[src/hdl/dtrd_pkg.sv]
package dtrd_pkg;

    localparam int NUM_CLASSES  = 4;
    localparam int CLASS_FIELDS = 4;
    localparam int USED_CLASSES = (NUM_CLASSES < CLASS_FIELDS) ? NUM_CLASSES : CLASS_FIELDS;

    localparam int COORD_W = 32;
    localparam int SCORE_W = 17;
    localparam int PIX_W   = 12;
    localparam int CLS_W   = 2;
    localparam int WIDE_W  = COORD_W + PIX_W + 1;   // signed coord times unsigned frame size
    localparam int APB_AW  = 4;
    localparam int APB_DW  = 32;

    // 1.5 in Q16.16
    localparam logic signed [COORD_W-1:0] NORM_LIMIT = 32'sd98304;
    localparam logic [SCORE_W-1:0]        SCORE_MAX  = 17'h1FFFF;

    localparam logic                RST_ROW_FORMAT      = 1'b0;
    localparam logic [SCORE_W-1:0]  RST_SCORE_THRESHOLD = 17'd22938;
    localparam logic [PIX_W-1:0]    RST_IMG_WIDTH       = 12'd640;
    localparam logic [PIX_W-1:0]    RST_IMG_HEIGHT      = 12'd480;

    typedef enum logic [1:0] {
        REG_ROW_FORMAT      = 2'd0,
        REG_SCORE_THRESHOLD = 2'd1,
        REG_IMG_WIDTH       = 2'd2,
        REG_IMG_HEIGHT      = 2'd3
    } t_reg_idx;

    typedef logic signed [WIDE_W-1:0] t_wide;

    typedef struct packed {
        logic signed [COORD_W-1:0] center_x;
        logic signed [COORD_W-1:0] center_y;
        logic signed [COORD_W-1:0] box_w_in;
        logic signed [COORD_W-1:0] box_h_in;
        logic [SCORE_W-1:0]        objectness;
        logic [SCORE_W-1:0]        class_score_0;
        logic [SCORE_W-1:0]        class_score_1;
        logic [SCORE_W-1:0]        class_score_2;
        logic [SCORE_W-1:0]        class_score_3;
        logic signed [7:0]         class_index;
    } t_row;

    typedef struct packed {
        logic               keep;
        logic [CLS_W-1:0]   obj_class;
        logic [SCORE_W-1:0] score;
        logic [PIX_W-1:0]   left;
        logic [PIX_W-1:0]   top;
        logic [PIX_W-1:0]   out_width;
        logic [PIX_W-1:0]   out_height;
    } t_result;

endpackage

[src/hdl/dtrd_axis.sv]
module dtrd_axis (
    input  logic                        i_clk,
    input  logic                        i_en,
    input  dtrd_pkg::t_wide             i_centre,
    input  dtrd_pkg::t_wide             i_size,
    input  logic [dtrd_pkg::PIX_W-1:0]  i_frame,
    output logic [dtrd_pkg::PIX_W-1:0]  o_edge,
    output logic [dtrd_pkg::PIX_W-1:0]  o_len
);
    import dtrd_pkg::*;

    localparam int TE_W  = WIDE_W + 2;
    localparam int ER_W  = TE_W - 17;
    localparam int LR_W  = WIDE_W - 16;

    logic signed [TE_W-1:0] twice_edge;
    logic [ER_W-1:0]        edge_raw;
    logic [LR_W-1:0]        len_raw;
    logic [PIX_W-1:0]       hi_edge;
    logic [PIX_W:0]         hi_len;
    logic [PIX_W-1:0]       n_edge;
    logic [PIX_W:0]         n_len;
    logic [PIX_W-1:0]       r_edge;
    logic [PIX_W:0]         r_len;
    logic [PIX_W:0]         len_clamped;

    // edge at 17 fractional bits; negative edges clamp to zero so truncation is a plain shift
    always_comb begin
        twice_edge = {i_centre[WIDE_W-1], i_centre, 1'b0} - TE_W'(i_size);
        edge_raw   = twice_edge[TE_W-1:17];
        len_raw    = i_size[WIDE_W-1:16];
        hi_edge    = (i_frame == '0) ? '0 : i_frame - PIX_W'(1);

        if (twice_edge[TE_W-1]) begin
            n_edge = '0;
        end else if (edge_raw > ER_W'(hi_edge)) begin
            n_edge = hi_edge;
        end else begin
            n_edge = edge_raw[PIX_W-1:0];
        end

        // saturate to one past the largest frame; the final clamp is done next stage
        if (i_size[WIDE_W-1]) begin
            n_len = '0;
        end else if (len_raw > LR_W'({PIX_W{1'b1}})) begin
            n_len = {1'b1, {PIX_W{1'b0}}};
        end else begin
            n_len = len_raw[PIX_W:0];
        end
    end

    always_ff @(posedge i_clk) begin
        if (i_en) begin
            r_edge <= n_edge;
            r_len  <= n_len;
        end
    end

    always_comb begin
        hi_len = (i_frame == '0) ? (PIX_W+1)'(1) : {1'b0, i_frame} - {1'b0, r_edge};
        if (r_len == '0) begin
            len_clamped = (PIX_W+1)'(1);
        end else if (r_len > hi_len) begin
            len_clamped = hi_len;
        end else begin
            len_clamped = r_len;
        end
        o_edge = r_edge;
        o_len  = len_clamped[PIX_W-1:0];
    end

endmodule

[config.mk]
export PLATFORM = sky130hd
export DESIGN_NAME = dtrd_axis
export DESIGN_NICKNAME = d
export VERILOG_FILES = /design/src/hdl/dtrd_pkg.sv /design/src/hdl/dtrd_axis.sv
export SDC_FILE = /design/constraint.sdc
export NUM_CORES = 1
export LEC_CHECK = 0
export BUFFER_PORTS_ARGS = -buffer_cell sky130_fd_sc_hd__buf_4
export CORE_ASPECT_RATIO = 1.4
export CORE_MARGIN = 5
export CORE_UTILIZATION = 57
export DETAILED_ROUTE_END_ITERATION = 10
export GPL_TIMING_DRIVEN = 1
export PLACE_DENSITY_LB_ADDON = 0.25
export SLEW_MARGIN = 20
export SYNTH_ARGS = -nofsm -noshare
export SYNTH_HDL_FRONTEND = slang
export SYNTH_SLANG_ARGS = --single-unit
[constraint.sdc]
create_clock -name i_clk -period 6.4 [get_ports i_clk]
set_clock_uncertainty 0.15 [all_clocks]
set_input_delay 0 -clock i_clk [delete_from_list [all_inputs] [get_ports i_clk]]
set_output_delay 0 -clock i_clk [all_outputs]
set_load 0.01 [all_outputs]
==> results of run 1 <==
critical path, stage by stage:
cell and delay, ns:
sky130_fd_sc_hd__dlygate4sd3_1 0.52, sky130_fd_sc_hd__buf_4 0.10, sky130_fd_sc_hd__inv_1 0.03, sky130_fd_sc_hd__ha_1 0.38
sky130_fd_sc_hd__a21oi_4 0.23, sky130_fd_sc_hd__o21a_1 0.18, sky130_fd_sc_hd__o221ai_1 0.17, sky130_fd_sc_hd__a21oi_1 0.29
sky130_fd_sc_hd__nor3_1 0.08, sky130_fd_sc_hd__or2_2 0.28, sky130_fd_sc_hd__xnor2_1 0.22, sky130_fd_sc_hd__inv_1 0.08
sky130_fd_sc_hd__ha_1 0.29, sky130_fd_sc_hd__nand4_1 0.12, sky130_fd_sc_hd__o311ai_0 0.51, sky130_fd_sc_hd__o2111ai_1 0.27
sky130_fd_sc_hd__a2111oi_4 0.31, sky130_fd_sc_hd__nor4b_4 0.26, sky130_fd_sc_hd__and4b_4 0.30, sky130_fd_sc_hd__nand3_2 0.29
sky130_fd_sc_hd__mux2_4 0.40
cell families after synthesis:
group / Yosys count / synth area share (%)
and+or+nand+nor: 279 / 25.0
AOI/OAI and AO/OA: 209 / 24.8
muxes: 13 / 3.00
buffers and inverters: 108 / 8.90
adders and majority gates: 84 / 18.9
xor gates and xnor gates: 38 / 5.95
DFF: 25 / 13.4
area by class of cell:
| cell class | instances | area, µm² | area share [%] |
|---|---|---|---|
| timing repair buffer | 144 | 1120 | 16.5 |
| tap | 132 | 165 | 2.44 |
| multi-input combinational | 623 | 4350 | 64.1 |
| clock buffer | 4 | 78.8 | 1.16 |
| inverter | 86 | 323 | 4.76 |
| sequential | 25 | 751 | 11.1 |
cell usage in the layout (no fill, tap or decap), drive strengths merged, types with 4 or more instances in the layout:
cell type,instances
buf,130
inv,86
ha,83
nand2,83
a21oi,80
nor2,71
o21ai,43
nand4,30
edfxtp,25
xor2,19
xnor2,19
nor4,16
nor3,15
a21o,14
dlygate4sd3,14
and2,12
nand3,11
nor2b,10
o21bai,9
a211oi,9
nand2b,9
mux2,9
o21a,8
o211ai,6
a211o,5
a31oi,4
mux2i,4
and3,4
clkbuf,4
state kept, by name (all words and copies together), names as in the netlist:
signal  flops
o_edge     12
r_len      13
per-layer routing:
metal | track usage, % | wire length, µm
met5 | 0 | 0
met2 | 53.3 | 8830
met4 | 15.2 | 924
met3 | 1.76 | 859
met1 | 30.1 | 6380
worst paths after layout:
kind,slack [ns],endpoint
hold / removal,0.09,r_len[12]
setup / recovery,0.95,o_edge[6]
power by group through the flow:
stage	Combinational, W	Clock, W	Sequential, W
after detailed placement	0.000791	0	0.000212
final	0.000808	0.000136	0.000208
after global placement	0.000772	0	0.000211
after CTS	0.000801	0.000139	0.000208
after global routing	0.000888	0.000141	0.000210
after floorplan	0.000531	0	0.000213
stage by stage:
stage	worst slack (ns)	cells
after floorplan	1.91	756
after global placement	1.43	996
after detailed placement	1.19	996
after CTS	1.06	1014
after global routing	0.662	1014
final	0.953	1014
==> results.py, run 1 <==
metrics = {
    "min_path": {
        "min_from": "i_size[41]",
        "worstHoldPathType": "in -> reg",
        "worstHoldPathCells": 4,
    },
    "die": {
        "top_level_ports": 128,
        "initial_core_util_pct": 58.8,
        "floorplan.core_area_um2": 9510,
        "total_die_area_um2": 11900,
        "die-width_um": 93.7,
        "row_count": 42,
        "die_height_um": 127,
    },
    "synthesis": {
        "most_frequent_cell_after_synthesis": "sky130_fd_sc_hd__inv_1",
        "postSynthRegisterBits": 25,
        "library_cell_occupying_the_most_area_in_the_post_synthesis_netlist": "sky130_fd_sc_hd__ha_1",
        "synth_top_area_share_pct": 18.6,
        "synth_area_per_inst_um2": 7.40,
        "synthDistinctLibCells": 78,
        "mapped_cells": 756,
        "synth_top_cells_by_area": "sky130_fd_sc_hd__ha_1, sky130_fd_sc_hd__edfxtp_1, sky130_fd_sc_hd__a21oi_1, sky130_fd_sc_hd__inv_1, sky130_fd_sc_hd__nand2_1",
        "yosysWarnings": 0,
        "synthesis.nets": 944,
        "number_of_enable_flip_flop_cells_after_synthesis": 25,
        "seq_area_frac_synth_pct": 13.4,
        "netlist_top_cells_count": "sky130_fd_sc_hd__inv_1, sky130_fd_sc_hd__ha_1, sky130_fd_sc_hd__nand2_1, sky130_fd_sc_hd__a21oi_1, sky130_fd_sc_hd__nor2_1",
        "synthFlopType": "sky130_fd_sc_hd__edfxtp_1",
        "cell_area_after_synthesis_um2": 5600,
        "synth-async-reset-ratio_pct": 0,
    },
    "drt": {
        "detailroute.via_count": 6072,
        "post-route-drc-count": 0,
        "drtPass1Iterations": 6,
        "drt_iter0_drc": 415,
        "antenna_left": 0,
        "route.detailed.vias_per_inst": 5.99,
        "routed_wire_length_um": 17000,
        "route.detailed.wl_per_inst_um": 16.8,
    },
    "clocking": {
        "ctsHoldBuffers": 14,
        "clk_pin_slew_ns": 0.06,
        "clockRootBuffer": "sky130_fd_sc_hd__clkbuf_16",
        "cts.repair.resized": 0,
        "tritoncts_clock_tree": "built",
        "post-cts-setup-buffers": 0,
        "cts-root-to-sink-buffers": 2,
        "cts_inserted_buffers": 3,
        "cts_sinks": 25,
        "htree_levels": 1,
    },
    "grt": {
        "grt_util_all_layers_pct": 28.0,
        "grt_pass1_vias": 6086,
        "grt_pass1_wl_um": 27500,
        "grt_start_max_net_pins": 28,
        "grt_antenna_before_repair": 0,
        "grt-ovfl-total": 0,
    },
    "power_and_ir_drop": {
        "ir_worst_vdd_v": 0.0000891,
        "power.switching_fraction_pct": 45.0,
        "combinationalPowerShare_pct": 70.1,
        "p_clk_share_pct": 11.8,
        "power.sequential.fraction_pct": 18.1,
        "intPower_w": 0.000634,
        "power.net_switching_w": 0.000519,
        "power.leakage_nw": 3.27,
        "power_per_cell_area_nw_per_um2": 170,
        "pwr_total_w": 0.00115,
    },
    "timing": {
        "max_slew.worst_pin.slew_ns": 0.702,
        "finalHoldViolations": 0,
        "final_period_minus_worst_setup_slack_ns": 5.45,
        "holdWs_ns": 0.0913,
        "setup-tns-final_ns": 0,
        "max_freq_mhz": 184,
        "finalMaxSlewViolations": 0,
        "worst_slew_margin_rel_pct": 52.7,
        "grt_setup_unrepaired": "false",
        "final.period_utilization_pct": 85.1,
        "setup-violations-final": 0,
    },
    "worst_setup_path": {
        "data_arrival_time_at_the_worst_slack_endpoint_ns": 5.31,
        "crit_start": "i_size[17]",
        "crit_path_end_kind": "register",
        "worstPathRequired_ns": 6.26,
        "start_kind": "input pin",
        "path_max_fanout": 11,
        "crit_type": "in -> reg",
    },
    "placed_design": {
        "detailed_place.area_um2": 6560,
        "detailedPlacementHpwl_um": 14500,
        "count_of_buffers_inserted_at_the_top_level_ports": 127,
        "place_congestion": 1.00,
    },
    "layout": {
        "final_cell_area_um2": 6780,
        "finalNetCount": 1071,
        "n_antenna_cell": 0,
        "layout-drive-gt1-share_pct": 18.9,
        "finish.utilization_pct": 71.3,
        "fillCellCount": 786,
        "flow.area_growth_from_synthesis_pct": 21.2,
    },
    "job": {
        "drv_cap": 0,
    },
    "outcome": {
        "status": "finished clean",
    },
}
Note: power is estimated with default switching activity, not from simulation.
==> inputs of run 2 (changes only) <==
--- a/config.mk
+++ b/config.mk
@@ -11,7 +11,7 @@
 export CORE_UTILIZATION = 57
 export DETAILED_ROUTE_END_ITERATION = 10
 export GPL_TIMING_DRIVEN = 1
-export PLACE_DENSITY_LB_ADDON = 0.25
+export PLACE_DENSITY = 0.87
 export SLEW_MARGIN = 20
 export SYNTH_ARGS = -nofsm -noshare
 export SYNTH_HDL_FRONTEND = slang
==> results.py, run 2 (synthesis gave the netlist of run 1 again) <==
metrics = {
    "layout": {
        "flow.area_growth_from_synthesis_pct": 21.0,
        "largest_reg_flops": 13,
        "final_cell_mix": "sky130_fd_sc_hd__buf_4, sky130_fd_sc_hd__inv_1, sky130_fd_sc_hd__ha_1",
        "n_antenna_cell": 0,
        "largest-register": "r_len",
        "fillCellCount": 751,
        "finalNetCount": 1070,
        "final_common_cell": "sky130_fd_sc_hd__buf_4",
        "layout-drive-gt1-share_pct": 19.1,
        "final_cell_area_um2": 6770,
    },
    "min_path": {
        "worstHoldPathCells": 1,
        "min_delay_endpoint": "o_edge[2]",
        "min_from": "i_en",
        "worstHoldPathType": "in -> reg",
    },
    "drt": {
        "antenna_left": 0,
        "drtPass1Iterations": 5,
        "routed_wire_length_um": 17000,
        "detailroute.via_count": 5946,
        "drt_iter0_drc": 289,
        "route.detailed.vias_per_inst": 5.87,
        "post-route-drc-count": 0,
        "route.detailed.wl_per_inst_um": 16.8,
    },
    "timing": {
        "max_slew.worst_pin.slew_ns": 0.721,
        "grt_setup_unrepaired": "false",
        "final.period_utilization_pct": 85.0,
        "setup-violations-final": 0,
        "finalMaxSlewViolations": 0,
        "finalHoldViolations": 5,
        "worst_slew_margin_rel_pct": 52.0,
        "holdWs_ns": -0.00108,
        "setup-tns-final_ns": 0,
        "final_period_minus_worst_setup_slack_ns": 5.44,
        "max_freq_mhz": 184,
    },
    "grt": {
        "grt_util_all_layers_pct": 28.1,
        "grt_pass1_wl_um": 27200,
        "global_route.peak_usage_layer": "met2",
        "grt-ovfl-total": 0,
        "gr-usage-met1_pct": 30.4,
        "grtUsageMet3_pct": 1.29,
        "grt_antenna_before_repair": 0,
        "gr-usage-met2_pct": 53.1,
        "grt_pass1_vias": 5829,
        "grt_start_max_net_pins": 28,
    },
    "worst_setup_path": {
        "worstPathRequired_ns": 6.26,
        "path_max_fanout": 11,
        "crit_path_end_kind": "register",
        "data_arrival_time_at_the_worst_slack_endpoint_ns": 5.30,
        "start_kind": "input pin",
        "critical-path-max-stage-delay_ns": 0.56,
        "cp_top_family": "compound AO/OA/AOI/OAI gates",
        "path_buf_inv": 4,
        "worstPathCellList": "dlygate4sd3_1, buf_4, inv_1, ha_1, a21oi_4, o21a_1, o221ai_1, a21oi_1, nor3_1, or2_2, xnor2_1, inv_1, ha_1, nand4_1, o311ai_0, o2111ai_1, a2111oi_4, nor4b_4, and4b_4, nand3_2, mux2_4",
        "slowest_stage": "sky130_fd_sc_hd__dlygate4sd3_1",
        "crit_type": "in -> reg",
    },
    "clocking": {
        "cts.repair.resized": 0,
        "ctsHoldBuffers": 13,
        "htree_levels": 1,
        "clk_pin_slew_ns": 0.06,
        "cts-root-to-sink-buffers": 2,
        "tritoncts_clock_tree": "built",
        "post-cts-setup-buffers": 0,
        "cts_inserted_buffers": 3,
        "cts_sinks": 25,
        "clockRootBuffer": "sky130_fd_sc_hd__clkbuf_16",
    },
    "power_and_ir_drop": {
        "power.leakage_nw": 3.27,
        "ir_worst_vdd_v": 0.0000990,
        "power_per_cell_area_nw_per_um2": 169,
    },
    "die": {
        "initial_core_util_pct": 58.8,
        "floorplan.core_area_um2": 9510,
        "die_height_um": 127,
        "top_level_ports": 128,
        "die-width_um": 93.7,
        "total_die_area_um2": 11900,
        "row_count": 42,
    },
    "outcome": {
        "status": "finished, violations left",
        "violations_in_the_final_reports": "negative hold slack",
    },
    "placed_design": {
        "count_of_buffers_inserted_at_the_top_level_ports": 127,
        "place_congestion": 0.962,
        "detailedPlacementHpwl_um": 14700,
        "detailed_place.area_um2": 6560,
    },
    "job": {
        "drv_cap": 0,
    },
}
[run 2: where the power goes]
part	switching [W]	internal (W)
registers	0.0000101	0.000198
logic	0.000454	0.000350
clock network	0.0000504	0.0000840
total	0.000515	0.000632
[run 2: layout make-up]
class	instances	area, µm²	area share [%]
inverters	86	323	4.77
multi-input cells	623	4350	64.2
flip-flops and latches	25	751	11.1
repair buffers	143	1110	16.3
clock inverters	1	5.00	0.0739
well taps	132	165	2.44
clock buffers	3	75.1	1.11
[run 2: per-layer routing]
metal	up-vias	routed length, µm
met3	39	637
li1	2966	-
met5	-	0
met1	2763	6450
met2	178	8930
met4	0	962
[run 2: worst max path at each step]
stage | from | cells past startpoint | end | slack [ns]
after detailed placement | i_centre[2] | 20 | o_edge[2] | 1.25
after floorplan | i_frame[4] | 18 | o_edge[2] | 1.91
final | i_size[17] | 21 | o_edge[2] | 0.96
after global placement | i_centre[2] | 20 | o_edge[9] | 1.44
after global routing | i_size[17] | 22 | o_edge[7] | 0.77
after CTS | i_size[17] | 21 | o_edge[2] | 1.09
[run 2: metrics by stage]
stage | instances | utilization, % | worst slack, ns | total power (W)
4_1_cts | 1013 | 71.2 | 1.09 | 0.00114
6_report | 1013 | 71.2 | 0.959 | 0.00115
3_3_place_gp | 996 | 69.0 | 1.44 | 0.000981
3_5_place_dp | 996 | 69.0 | 1.25 | 0.00100
2_1_floorplan | 756 | - | 1.91 | 0.000744
5_1_grt | 1013 | 71.2 | 0.768 | 0.00124
==> inputs of run 3 (changes only) <==
--- a/config.mk
+++ b/config.mk
@@ -11,7 +11,9 @@
 export CORE_UTILIZATION = 57
 export DETAILED_ROUTE_END_ITERATION = 10
 export GPL_TIMING_DRIVEN = 1
+export HOLD_SLACK_MARGIN = 0.06
 export PLACE_DENSITY = 0.87
+export RECOVER_POWER = 25
 export SLEW_MARGIN = 20
 export SYNTH_ARGS = -nofsm -noshare
 export SYNTH_HDL_FRONTEND = slang
==> results.py, run 3 (synthesis gave the netlist of run 1 again) <==
metrics = {
    "drt": {
        "drt_iter0_drc": 264,
        "detailroute.via_count": 5964,
        "antenna_left": 0,
        "routed_wire_length_um": 17000,
        "route.detailed.wl_per_inst_um": 16.8,
        "drtPass1Iterations": 5,
        "post-route-drc-count": 0,
        "route.detailed.vias_per_inst": 5.88,
    },
    "job": {
        "drv_cap": 0,
    },
    "grt": {
        "grt-ovfl-total": 0,
        "grt_pass1_vias": 5831,
        "grt_util_all_layers_pct": 28.1,
        "grt_antenna_before_repair": 0,
        "grt_pass1_wl_um": 27200,
        "grt_start_max_net_pins": 28,
    },
    "timing": {
        "max_slew.worst_pin.slew_ns": 1.21,
        "finalMaxSlewViolations": 0,
        "finalHoldViolations": 0,
        "setup-violations-final": 0,
        "final.period_utilization_pct": 84.8,
        "setup-tns-final_ns": 0,
        "worst_slew_margin_rel_pct": 19.2,
        "final_period_minus_worst_setup_slack_ns": 5.43,
        "grt_setup_unrepaired": "false",
        "max_freq_mhz": 184,
    },
    "die": {
        "row_count": 42,
        "die-width_um": 93.7,
        "total_die_area_um2": 11900,
        "floorplan.core_area_um2": 9510,
        "die_height_um": 127,
        "initial_core_util_pct": 58.8,
        "top_level_ports": 128,
    },
    "worst_setup_path": {
        "path_max_fanout": 11,
        "slowest_stage": "sky130_fd_sc_hd__dlygate4sd3_1",
        "crit_start": "i_size[17]",
        "critical-path-max-stage-delay_ns": 0.56,
        "worstPathCellList": "dlygate4sd3_1, buf_4, inv_1, ha_1, a21oi_4, o21a_1, o221ai_1, a21oi_1, nor3_1, or2_2, xnor2_1, inv_1, ha_1, nand4_1, o311ai_0, o2111ai_1, a2111oi_4, nor4b_4, and4b_4, nand3_2, mux2_4",
        "crit_path_end_kind": "register",
        "crit_type": "in -> reg",
        "worstPathRequired_ns": 6.26,
        "data_arrival_time_at_the_worst_slack_endpoint_ns": 5.29,
        "start_kind": "input pin",
    },
    "layout": {
        "largest_reg_flops": 13,
        "final_cell_mix": "sky130_fd_sc_hd__buf_4, sky130_fd_sc_hd__inv_1, sky130_fd_sc_hd__ha_1",
        "largest-register": "r_len",
        "layout-drive-gt1-share_pct": 17.6,
        "flow.area_growth_from_synthesis_pct": 20.3,
        "multi_input_logic_area_um2": 4350,
        "finish.utilization_pct": 70.8,
        "finalNetCount": 1071,
        "ff_latch_area_um2": 751,
        "n_antenna_cell": 0,
        "final_common_cell": "sky130_fd_sc_hd__buf_4",
        "fillCellCount": 767,
    },
    "power_and_ir_drop": {
        "ir_worst_vdd_v": 0.0000991,
        "power.switching_fraction_pct": 45.2,
        "power.sequential.fraction_pct": 18.2,
        "combinationalPowerShare_pct": 70.0,
        "power_per_cell_area_nw_per_um2": 170,
        "power.net_switching_w": 0.000516,
        "power.leakage_nw": 3.23,
        "p_clk_share_pct": 11.8,
        "intPower_w": 0.000625,
    },
    "placed_design": {
        "detailedPlacementHpwl_um": 14700,
        "place_congestion": 0.962,
        "count_of_buffers_inserted_at_the_top_level_ports": 127,
    },
    "clocking": {
        "cts_sinks": 25,
        "tritoncts_clock_tree": "built",
        "clockRootBuffer": "sky130_fd_sc_hd__clkbuf_16",
        "cts_inserted_buffers": 3,
        "htree_levels": 1,
        "cts-root-to-sink-buffers": 2,
        "clk_pin_slew_ns": 0.06,
        "post-cts-setup-buffers": 0,
    },
    "min_path": {
        "worstHoldPathType": "in -> reg",
        "min_delay_endpoint": "r_len[12]",
        "worstHoldPathCells": 4,
        "min_from": "i_size[41]",
    },
    "outcome": {
        "status": "finished clean",
    },
}
-- run 3: cell count changes in the layout (fill, tap and decap cells not counted) --
cell / change
sky130_fd_sc_hd__buf_4: -13
sky130_fd_sc_hd__clkbuf_1: +13
sky130_fd_sc_hd__dlygate4sd3_1: +1
-- run 3: timing repair --
item / in CTS / in global routing
endpoints found under the hold margin: 38 / 0
hold buffers: 14 / 0
setup endpoints to repair: 0 / 0
resized for setup: 0 / 0
-- run 3: worst max path at each step --
stage                      to  slack, ns  depth (start not counted)
floorplan           o_edge[2]       1.91                         18
global placement    o_edge[9]       1.44                         20
detailed placement  o_edge[2]       1.25                         20
CTS                 o_edge[2]       1.09                         21
global route        o_edge[7]       0.77                         22
finish              o_edge[2]       0.97                         21
-- run 3: cell type report --
class | count | area share, %
clock buffer | 3 | 1.12
clock inverter | 1 | 0.0743
inverter | 86 | 4.79
multi-input combinational | 623 | 64.6
sequential | 25 | 11.2
tap | 132 | 2.45
timing repair buffer | 144 | 15.9
-- run 3: stage by stage --
stage	instances	worst slack, ns	hold WS [ns]	total power [W]	cell area (µm²)
floorplan	756	1.91	-0.0375	0.000744	5600
global placement	996	1.44	0.143	0.000981	6560
detailed placement	996	1.25	0.146	0.00100	6560
CTS	1014	1.09	0.106	0.00114	6780
global route	1014	0.768	0.137	0.00123	6730
finish	1014	0.970	0.107	0.00114	6730
-- run 3: power by group through the flow --
stage / Combinational [W] / Clock (W) / Sequential, W
6_report: 0.000799 / 0.000134 / 0.000208
5_1_grt: 0.000879 / 0.000145 / 0.000209
4_1_cts: 0.000801 / 0.000137 / 0.000208
3_5_place_dp: 0.000790 / 0 / 0.000211
3_3_place_gp: 0.000770 / 0 / 0.000211
2_1_floorplan: 0.000531 / 0 / 0.000213
-- run 3: routing by layer --
layer  up-vias  GRT usage (%)  share of wire, %
met1      2767           30.4                38
li1       2973              -                 -
met2       185           53.1                53
met5         -              0                 0
met3        39           1.29               4.0
met4         0           15.9               5.6
-- run 3: critical path, delay by kind of cell --
kind | cells | cell delay, ns
XOR/XNOR | 1 | 0.22
multiplexers | 1 | 0.40
buffers and inverters | 4 | 0.79
AND/OR/NAND/NOR | 6 | 1.34
AO/OA/AOI/OAI | 7 | 1.85
adder cells (fa/ha/maj) | 2 | 0.70
